`config.mk`:
```
export PLATFORM = sky130hd
export DESIGN_NAME = gregorian_date_advance
export DESIGN_NICKNAME = d
export VERILOG_FILES = /design/src/rtl/gda_pkg.sv /design/src/rtl/gda_day_step.sv /design/src/rtl/gregorian_date_advance.sv
export SDC_FILE = /design/constraint.sdc
export NUM_CORES = 1
export LEC_CHECK = 0
export BUFFER_PORTS_ARGS = -buffer_cell sky130_fd_sc_hd__buf_4
export CAP_MARGIN = 30
export CORE_MARGIN = 2
export CORE_UTILIZATION = 29
export CTS_CLUSTER_DIAMETER = 50
export CTS_CLUSTER_SIZE = 24
export DETAILED_ROUTE_END_ITERATION = 6
export PLACE_DENSITY = 0.45
export SETUP_SLACK_MARGIN = 0.5
export SLEW_MARGIN = 25
export SYNTH_ARGS = -nofsm -noshare
export SYNTH_HDL_FRONTEND = slang
export SYNTH_HIERARCHICAL = 1
export SYNTH_SLANG_ARGS = --single-unit
```
`constraint.sdc`:
```
create_clock -name clk_i -period 12.1 [get_ports clk_i]
set_input_delay 2.42 -clock clk_i [delete_from_list [all_inputs] [get_ports clk_i]]
set_output_delay 2.42 -clock clk_i [all_outputs]
set_load 0.05 [all_outputs]
```
`src/rtl/gda_pkg.sv`:
```
// Package for the Gregorian date counter: word types, codes and constants.
`default_nettype none
package gda_pkg;

  // Function codes of an input word
  localparam logic [1:0] FuncLoad     = 2'd0;
  localparam logic [1:0] FuncAddDays  = 2'd1;
  localparam logic [1:0] FuncAddWeeks = 2'd2;

  // Configuration register indexes
  localparam int unsigned CfgIdxW  = 2;
  localparam int unsigned CfgDataW = 16;
  localparam logic [CfgIdxW-1:0] CfgLimitYear  = 2'd0;
  localparam logic [CfgIdxW-1:0] CfgLimitMonth = 2'd1;
  localparam logic [CfgIdxW-1:0] CfgLimitDay   = 2'd2;

  localparam int unsigned StepW = 12;

  // Calendar constants
  localparam logic [3:0] MonFeb        = 4'd2;
  localparam logic [3:0] MonApr        = 4'd4;
  localparam logic [3:0] MonJun        = 4'd6;
  localparam logic [3:0] MonSep        = 4'd9;
  localparam logic [3:0] MonNov        = 4'd11;
  localparam logic [3:0] MonthsPerYear = 4'd12;
  localparam logic [2:0] LastWeekday   = 3'd6;
  localparam logic [6:0] LastYrMod100  = 7'd99;
  localparam logic [4:0] LenShort      = 5'd30;
  localparam logic [4:0] LenFebCommon  = 5'd28;
  localparam logic [4:0] LenFebLeap    = 5'd29;
  localparam logic [4:0] LenLong       = 5'd31;

  // year / 100 = (year >> 2) / 25; reciprocal exact for 14-bit dividends
  localparam int unsigned Div25Shift = 17;
  localparam logic [12:0] Div25Magic = 13'd5243;
  localparam logic [6:0]  Hundred    = 7'd100;

  // Reset values
  localparam logic [15:0] RstYear      = 16'd1900;
  localparam logic [3:0]  RstMonth     = 4'd1;
  localparam logic [4:0]  RstDay       = 5'd1;
  localparam logic [2:0]  RstWeekday   = 3'd1;
  localparam logic [6:0]  RstYrMod100  = 7'd0;
  localparam logic [1:0]  RstCentury   = 2'd3;
  localparam logic [15:0] RstLimYear   = 16'd2000;
  localparam logic [3:0]  RstLimMonth  = 4'd12;
  localparam logic [4:0]  RstLimDay    = 5'd31;

  typedef struct packed {
    logic [1:0]       func;
    logic [15:0]      load_year;
    logic [3:0]       load_month;
    logic [4:0]       load_day;
    logic [2:0]       load_weekday;
    logic [StepW-1:0] step_count;
  } in_t;

  typedef struct packed {
    logic [15:0] cur_year;
    logic [3:0]  cur_month;
    logic [4:0]  cur_day;
    logic [2:0]  cur_weekday;
    logic        before_limit;
    logic        year_wrapped;
  } out_t;

  // Held date plus year mod 100 and (year / 100) mod 4 for the leap rule
  typedef struct packed {
    logic [15:0] year;
    logic [3:0]  month;
    logic [4:0]  day;
    logic [2:0]  weekday;
    logic [6:0]  yr_mod100;
    logic [1:0]  century;
  } date_t;

endpackage
`default_nettype wire

```
`src/rtl/gda_day_step.sv`:
```
// One-day advance of the held date, shared across all day steps.
`default_nettype none
module gda_day_step (
  input  gda_pkg::date_t cur_i,
  output gda_pkg::date_t nxt_o,
  output logic           wrap_o
);
  import gda_pkg::*;

  logic       leap;
  logic [4:0] mlen;
  logic [5:0] day_inc;
  logic [4:0] month_inc;

  always_comb begin
    leap = (cur_i.yr_mod100 != 7'd0) ? (cur_i.year[1:0] == 2'd0)
                                     : (cur_i.century == 2'd0);
    case (cur_i.month)
      MonApr, MonJun, MonSep, MonNov: mlen = LenShort;
      MonFeb:                         mlen = leap ? LenFebLeap : LenFebCommon;
      default:                        mlen = LenLong;
    endcase

    nxt_o  = cur_i;
    wrap_o = 1'b0;
    nxt_o.weekday = (cur_i.weekday >= LastWeekday) ? 3'd0 : cur_i.weekday + 3'd1;

    day_inc   = {1'b0, cur_i.day} + 6'd1;
    month_inc = {1'b0, cur_i.month};
    if (day_inc > {1'b0, mlen}) begin
      nxt_o.day = 5'd1;
      month_inc = month_inc + 5'd1;
    end else begin
      nxt_o.day = day_inc[4:0];
    end

    if (month_inc > {1'b0, MonthsPerYear}) begin
      nxt_o.month = 4'd1;
      nxt_o.year  = cur_i.year + 16'd1;
      if (cur_i.year == 16'hFFFF) begin
        wrap_o          = 1'b1;
        nxt_o.yr_mod100 = 7'd0;
        nxt_o.century   = 2'd0;
      end else if (cur_i.yr_mod100 == LastYrMod100) begin
        nxt_o.yr_mod100 = 7'd0;
        nxt_o.century   = cur_i.century + 2'd1;
      end else begin
        nxt_o.yr_mod100 = cur_i.yr_mod100 + 7'd1;
      end
    end else begin
      nxt_o.month = month_inc[3:0];
    end
  end

endmodule
`default_nettype wire

```
`src/rtl/gregorian_date_advance.sv`:
```
// Top level of the Gregorian date counter: sequencer, config and output register.
//
//   channel  direction  handshake                payload
//   in       input      in_valid_i / in_stall_o  in_word_i  (gda_pkg::in_t)
//   out      output     out_valid_o/ out_stall_i out_word_o (gda_pkg::out_t)
//   cfg      input      cfg_we_i                 cfg_idx_i, cfg_data_i
//
// Add-days word steps step_count days; add-weeks word steps 7 * step_count days.
// Load word: two multiply steps split the year for the leap rule.
// One day per cycle through the shared day-step unit; in_stall_o is high
// until the result is in the output register. The result waits there while
// out_stall_i is high; the next word is taken meanwhile. Reset date is
// Monday 1900-01-01, limit 2000-12-31.
`default_nettype none
module gregorian_date_advance #(
  parameter int unsigned COUNT_WIDTH = 12
) (
  input  logic                            clk_i,
  input  logic                            rst_ni,
  input  logic                            in_valid_i,
  output logic                            in_stall_o,
  input  gda_pkg::in_t                    in_word_i,
  output logic                            out_valid_o,
  input  logic                            out_stall_i,
  output gda_pkg::out_t                   out_word_o,
  input  logic                            cfg_we_i,
  input  logic [gda_pkg::CfgIdxW-1:0]     cfg_idx_i,
  input  logic [gda_pkg::CfgDataW-1:0]    cfg_data_i
);
  import gda_pkg::*;

  localparam int unsigned CntW  = (COUNT_WIDTH < StepW) ? COUNT_WIDTH : StepW;
  localparam int unsigned DaysW = CntW + 3;
  localparam int unsigned ProdW = 14 + 13;
  localparam int unsigned QuotW = 10;

  typedef enum logic [2:0] {StIdle, StSplit, StRem, StStep, StDone} state_e;

  state_e           state_q, state_d;
  date_t            date_q, date_d;
  logic [DaysW-1:0] days_q, days_d;
  logic             wrap_q, wrap_d;
  logic [QuotW-1:0] quot_q, quot_d;
  logic             out_valid_q, out_valid_d;
  out_t             out_word_q, out_word_d;

  logic [15:0] lim_year_q;
  logic [3:0]  lim_month_q;
  logic [4:0]  lim_day_q;

  date_t            step_nxt;
  logic             step_wrap;
  logic [CntW-1:0]  cnt;
  logic [DaysW-1:0] days_in;
  logic [ProdW-1:0] split_prod;
  logic [16:0]      rem_full;
  logic             before_lim;

  gda_day_step u_step (
    .cur_i  (date_q),
    .nxt_o  (step_nxt),
    .wrap_o (step_wrap)
  );

  assign in_stall_o  = (state_q != StIdle);
  assign out_valid_o = out_valid_q;
  assign out_word_o  = out_word_q;

  always_comb begin
    cnt = in_word_i.step_count[CntW-1:0];
    case (in_word_i.func)
      FuncAddDays:  days_in = {3'b000, cnt};
      FuncAddWeeks: days_in = {cnt, 3'b000} - {3'b000, cnt};
      default:      days_in = '0;
    endcase

    split_prod = ProdW'(date_q.year[15:2]) * ProdW'(Div25Magic);
    rem_full   = {1'b0, date_q.year} - 17'(quot_q) * 17'(Hundred);

    if (date_q.year != lim_year_q) begin
      before_lim = date_q.year < lim_year_q;
    end else if (date_q.month != lim_month_q) begin
      before_lim = date_q.month < lim_month_q;
    end else begin
      before_lim = date_q.day < lim_day_q;
    end

    state_d     = state_q;
    date_d      = date_q;
    days_d      = days_q;
    wrap_d      = wrap_q;
    quot_d      = quot_q;
    out_word_d  = out_word_q;
    out_valid_d = out_valid_q && out_stall_i;

    case (state_q)
      StIdle: begin
        if (in_valid_i) begin
          wrap_d = 1'b0;
          case (in_word_i.func)
            FuncLoad: begin
              date_d.year    = in_word_i.load_year;
              date_d.month   = in_word_i.load_month;
              date_d.day     = in_word_i.load_day;
              date_d.weekday = in_word_i.load_weekday;
              state_d        = StSplit;
            end
            FuncAddDays, FuncAddWeeks: begin
              days_d  = days_in;
              state_d = (days_in == '0) ? StDone : StStep;
            end
            default: state_d = StDone;
          endcase
        end
      end
      StSplit: begin
        quot_d  = split_prod[Div25Shift +: QuotW];
        state_d = StRem;
      end
      StRem: begin
        date_d.yr_mod100 = rem_full[6:0];
        date_d.century   = quot_q[1:0];
        state_d          = StDone;
      end
      StStep: begin
        date_d = step_nxt;
        wrap_d = wrap_q | step_wrap;
        days_d = days_q - DaysW'(1);
        if (days_q == DaysW'(1)) begin
          state_d = StDone;
        end
      end
      StDone: begin
        if (!out_valid_q || !out_stall_i) begin
          out_word_d.cur_year     = date_q.year;
          out_word_d.cur_month    = date_q.month;
          out_word_d.cur_day      = date_q.day;
          out_word_d.cur_weekday  = date_q.weekday;
          out_word_d.before_limit = before_lim;
          out_word_d.year_wrapped = wrap_q;
          out_valid_d             = 1'b1;
          state_d                 = StIdle;
        end
      end
      default: state_d = StIdle;
    endcase
  end

  always_ff @(posedge clk_i or negedge rst_ni) begin
    if (!rst_ni) begin
      state_q           <= StIdle;
      date_q.year       <= RstYear;
      date_q.month      <= RstMonth;
      date_q.day        <= RstDay;
      date_q.weekday    <= RstWeekday;
      date_q.yr_mod100  <= RstYrMod100;
      date_q.century    <= RstCentury;
      days_q            <= '0;
      wrap_q            <= 1'b0;
      quot_q            <= '0;
      out_valid_q       <= 1'b0;
      out_word_q        <= '0;
    end else begin
      state_q     <= state_d;
      date_q      <= date_d;
      days_q      <= days_d;
      wrap_q      <= wrap_d;
      quot_q      <= quot_d;
      out_valid_q <= out_valid_d;
      out_word_q  <= out_word_d;
    end
  end

  always_ff @(posedge clk_i or negedge rst_ni) begin
    if (!rst_ni) begin
      lim_year_q  <= RstLimYear;
      lim_month_q <= RstLimMonth;
      lim_day_q   <= RstLimDay;
    end else if (cfg_we_i) begin
      case (cfg_idx_i)
        CfgLimitYear:  lim_year_q  <= cfg_data_i;
        CfgLimitMonth: lim_month_q <= cfg_data_i[3:0];
        CfgLimitDay:   lim_day_q   <= cfg_data_i[4:0];
        default: ;
      endcase
    end
  end

endmodule
`default_nettype wire

```
==> Word level (Yosys, flattened, before mapping) <==
Index checks and enable logic that the tools add are counted.
{ "op_classes": {"addsub": 9, "n_mul": 2, "magnitude_cmp": 6, "n_eq_ne": 25, "mux": 34, "bitwise_logic": 1, "reduce_logical": 27} }
{ "op_table": {"columns": ["op", "n"], "rows": [
  ["$pmux W15 S2", 2],
  ["$mux W28", 2],
  ["$pmux W28 S2", 1],
  ["$mux W15", 2],
  ["$mul A14 B13 Y27 const B", 1],
  ["$mux W9", 2],
  ["$pmux W9 S2", 1],
  ["$add A16 B1 Y16 const B", 1],
  ["$eq A16 B16 Y1 const B", 1],
  ["$lt A16 B16 Y1", 1],
  ["$mux W16", 1],
  ["$ne A16 B16 Y1", 1],
  ["$eq A15 B1 Y1 const B", 1],
  ["$logic_not A15 Y1", 1],
  ["$mux W3", 5],
  ["$pmux W3 S5", 1],
  ["$sub A15 B1 Y15 const B", 1],
  ["$sub A15 B12 Y15", 1],
  ["$reduce_and A2 Y1", 6],
  ["$reduce_and A3 Y1", 4],
  ["$mul A10 B5 Y5 const B", 1],
  ["$mux W5", 2],
  ["$pmux W5 S2", 1],
  ["$mux W1", 9],
  ["other kinds (41)", 55]
]} }
{ "totals": {"register_bits": 122, "in_bits": 65} }

==> Longest topological paths before layout <==
{ "depth": {"ltp_word": 10, "ltp_mapped": 18, "depth_no_buf": 17} }

==> By module <==
Netlist, hierarchy kept.
{ "modules_own_cells": {"columns": ["module", "n_inst", "cells_per_inst", "area_per_inst_um2", "seq_area_each_um2"], "rows": [
  ["gregorian_date_advance", 1, 1043, 9788.1, 2959.1],
  ["gda_day_step", 1, 209, 1430.1, 0.0]
]} }

==> Worst setup path after synthesis <==
OpenSTA, ideal clock, no wires.
{ "synth_path": {"kind": "register -> register", "start": "reg date_q[27] (netlist name)", "end": "reg quot_q[3]", "setup_ns": 0.133, "t_arrival_ns": 4.735, "required_time_ns": 11.967, "slack_ns": 7.233, "stages_incl_launch_ff": 18, "path_buffers": 0, "period_less_slack_ns": 4.867, "path_cell_list": "dfstp_2 > inv_1 > fa_1 > inv_1 > ha_1 > fa_1 > inv_1 > fa_1 > fa_1 > inv_1 > ha_1 > o21ai_0 > nor2_1 > a2111oi_0 > o21bai_1 > a31oi_1 > xor2_1 > o21ai_0"} }
{ "synth_between": {"elab_chain_len": 1} }
{ "synth_lines": {"columns": ["item", "line", "text"], "rows": [
  ["from (decl)", "gregorian_date_advance.sv:40", "date_t date_q, date_d;"],
  ["from (signal assigned)", "gregorian_date_advance.sv:165", "date_q <= date_d;"],
  ["$mul A14 B13 Y27", "gregorian_date_advance.sv:77", "split_prod = ProdW'(date_q.year[15:2]) * ProdW'(Div25Magic);"],
  ["to (signal assigned)", "gregorian_date_advance.sv:168", "quot_q <= quot_d;"],
  ["to (decl)", "gregorian_date_advance.sv:43", "logic [QuotW-1:0] quot_q, quot_d;"]
]} }
No other way between the ends.
A chain may end at the register's enable or synchronous reset.

==> Worst setup path in the final report <==
{ "layout_path": {"start": "reg date_q[33] (netlist name)", "end": "reg quot_q[3]"} }
Same word-level chain as after synthesis.

==> impl_metrics.tcl <==
set metrics [dict create \
    cap_violations 0 \
    slew-limit-headroom_pct 42.6 \
    hold_viol_final 0 \
    grt.overflow.total 0 \
    worst_setup_path_end_kind "flop" \
    drtPass1Iterations 4 \
    netlist_top_cells_count "inv_1 (205), ha_1 (136), nand2_1 (123)" \
    cts.sinks 117 \
    synthXorXnorAreaFrac_pct 2.89 \
    critical_path_class "flop to flop" \
    cts_root_buf "clkbuf_16" \
    vias 8889 \
    rsz0062_at_grt "no" \
    rows 72 \
    synth-seq-area-share_pct 26.4 \
    period_needed_ps 5620 \
    port_buffers 96 \
    fill_cells 4040 \
    hold_buffers 0 \
    cts_max_path_buffers 2 \
    required_ps 12400 \
    post-place-ws_ps 6500 \
    drt_iter0_drc 462 \
    grt_pass1_vias 8869 \
    synth-simple-area-share_pct 12.9 \
    netlist_instances 1252 \
    cts_inserted_buffers 17 \
    hpwl_um 24200 \
    dr_wl_met2_um 14900 \
    dieArea_um2 40300 \
    avgSynthCellArea_um2 8.96 \
    start_util_pct 29.2 \
    drc_errors 0 \
    synth_flop_cell "dfrtp_1" \
    insertion_delay_ps 430 \
    synth-compound-area-share_pct 16.8 \
    crit_path_start_kind "flop" \
    arrival_ps 5920 \
    crit_fanout 14 \
    core_area_um2 38400 \
    worstMarginPinSlew_ps 862 \
    status "finished clean" \
    syn_area_um2 11200 \
    cts_tree "built" \
    area_delta_synth_final_pct 16.9 \
    hp-class "flop to flop" \
    wl_per_cell_um 16.6 \
    synth_edf_count 0 \
    report.final.setup_viol 0 \
    synth.area.mux_share_pct 5.92 \
    grt_usage_pct 15.8 \
    grt_first_pass_wirelength_um 50200 \
    yosysTopAreaCell "dfrtp_1" \
    vias_per_cell 4.77 \
    met3_length_um 939 \
    synth.most_common_cell "inv_1" \
    grt_max_degree 57 \
    clk_pin_slew_worst_paths_ps 60 \
    cts.htree.levels 4 \
    die_x_um 201 \
    die_y_um 201 \
    antennaDiodeCount 0 \
    fin_worst_skew_ps 11.7 \
    synth_warnings 6 \
    setup_slack_ps 6480 \
    antenna_found_initial 0 \
    synth_nets 1516 \
    synthDistinctLibCells 80 \
    final_nets 1596 \
    stdcell_area_um2 13100 \
    finalMaxSlewViolations 0 \
    cts_setup_buffers 0 \
    yosys.area_share.adder_pct 26.4 \
    holdWs_ps 479 \
    synth_top_cell_area_share_pct 20.5 \
    drt_wl_total_um 31000 \
    place_area_um2 12500 \
    gp_congestion 0.791 \
    fmax_ghz 0.178 \
    final_antenna_net_count 0 \
    drive_above_1_share_pct 16.4 \
    synth_top_family_by_area "adder cells" \
    yosys-top-cells-area "dfrtp_1 (21%), ha_1 (15%), fa_1 (11%), inv_1 (6.9%), dfstp_2 (5.9%)" \
    fin_crit_sh_pct 46.5 \
    cts_resized 0 \
    async_flop_share_pct 100 \
    top_layer "met4" \
    synth-seq-cells 117 \
    fin_setup_tns_ps 0 \
    io_pins 97 \
    met1Wirelength_um 14800 \
]
layout make-up:
class	count	area (um2)	share of cell area [%]
clock buffers	17	425	3.24
clock inverters	15	191	1.46
inverters	205	769	5.87
multi-input cells	886	7310	55.8
flip-flops and latches	117	2960	22.6
well taps	518	648	4.94
repair buffers	105	808	6.16
final timing paths:
check / from / end / slack (ps) / cells past startpoint
worst max-delay path: date_q[33]$_DFFE_PN0P_ / quot_q[3]$_DFFE_PN0P_ / 6480 / 17
worst min-delay path: out_word_o[25]$_DFFE_PN0P_ / out_word_o[25]$_DFFE_PN0P_ / 480 / 2
worst max register to register: date_q[33]$_DFFE_PN0P_ / quot_q[3]$_DFFE_PN0P_ / 6480 / 17
worst min register to register: out_word_o[25]$_DFFE_PN0P_ / out_word_o[25]$_DFFE_PN0P_ / 480 / 2
max in group asynchronous: rst_ni / lim_month_q[3]$_DFFE_PN1P_ / 8850 / 3
min in group asynchronous: rst_ni / out_word_o[16]$_DFFE_PN0P_ / 2020 / 1
state kept, by name (all words and copies together) (netlist names):
signal	flops
lim_year_q	16
out_valid_o	1
lim_month_q	4
wrap_q	1
days_q	15
state_q	3
date_q	37
out_word_o	30
lim_day_q	5
quot_q	5
kinds of logic (layout without fill, tap and decap cells):
| group | after synthesis | after routing |
|---|---|---|
| AND/OR/NAND/NOR | 299 | 299 |
| AO/OA/AOI/OAI | 288 | 288 |
| buffers and inverters | 249 | 342 |
| adder cells (fa/ha/maj) | 199 | 199 |
| flip-flops | 117 | 117 |
| multiplexers | 63 | 63 |
| XOR/XNOR | 37 | 37 |
per-layer routing:
metal	vias up	global-route usage, %
met2	120	26.4
met3	21	2.42
met1	4299	21.5
met5	-	0
li1	4449	-
met4	0	3.57
critical path, cell delays in order (launching register included):
cell and delay [ps]:
dfrtp_1 730, fa_1 510, ha_1 290, inv_1 50
fa_1 470, inv_1 50, fa_1 530, inv_1 50
fa_1 530, inv_1 40, ha_1 300, a21oi_1 140
o21ai_0 160, a2111oi_0 750, o21bai_1 290, a31oi_1 340
xor2_1 170, o21ai_0 90
layout by cell type, fill, tap and decap left out, types with 6 or more instances in the layout:
cell type  synthesis  routed
and3_1             6       6
o21a_1             7       7
nor3_1            22      22
nand4_1           11      11
a31oi_1            8       8
inv_1            205     205
mux2_2            25      25
o21ai_0          113     112
or3_1              8       8
o211ai_1           8       8
a21o_1            15      15
nor4_1            10      10
xnor2_1           19      19
dfrtp_1           92      92
nand3_1           16      16
nor2b_1            9       9
a21oi_1           54      54
xor2_1            18      18
nor2_1            52      51
fa_1              63      63
clkbuf_16          0      17
ha_1             136     136
inv_6              0       6
nand2b_1          10       9
a211oi_1          12      12
dfstp_2           25      25
mux2i_1           36      36
nand2_1          123     123
buf_4              2     104
a211oi_2          10      10
through the flow:
step | instances | utilization [%]
2_1_floorplan | 1252 | -
3_3_place_gp | 1830 | 32.5
3_5_place_dp | 1831 | 32.6
4_1_cts | 1863 | 34.2
5_1_grt | 1863 | 34.2
6_report | 1863 | 34.2
Power is left out: the tool's default activity adds up to more than one toggle a clock period on the data nets, which glitch-free logic cannot reach.
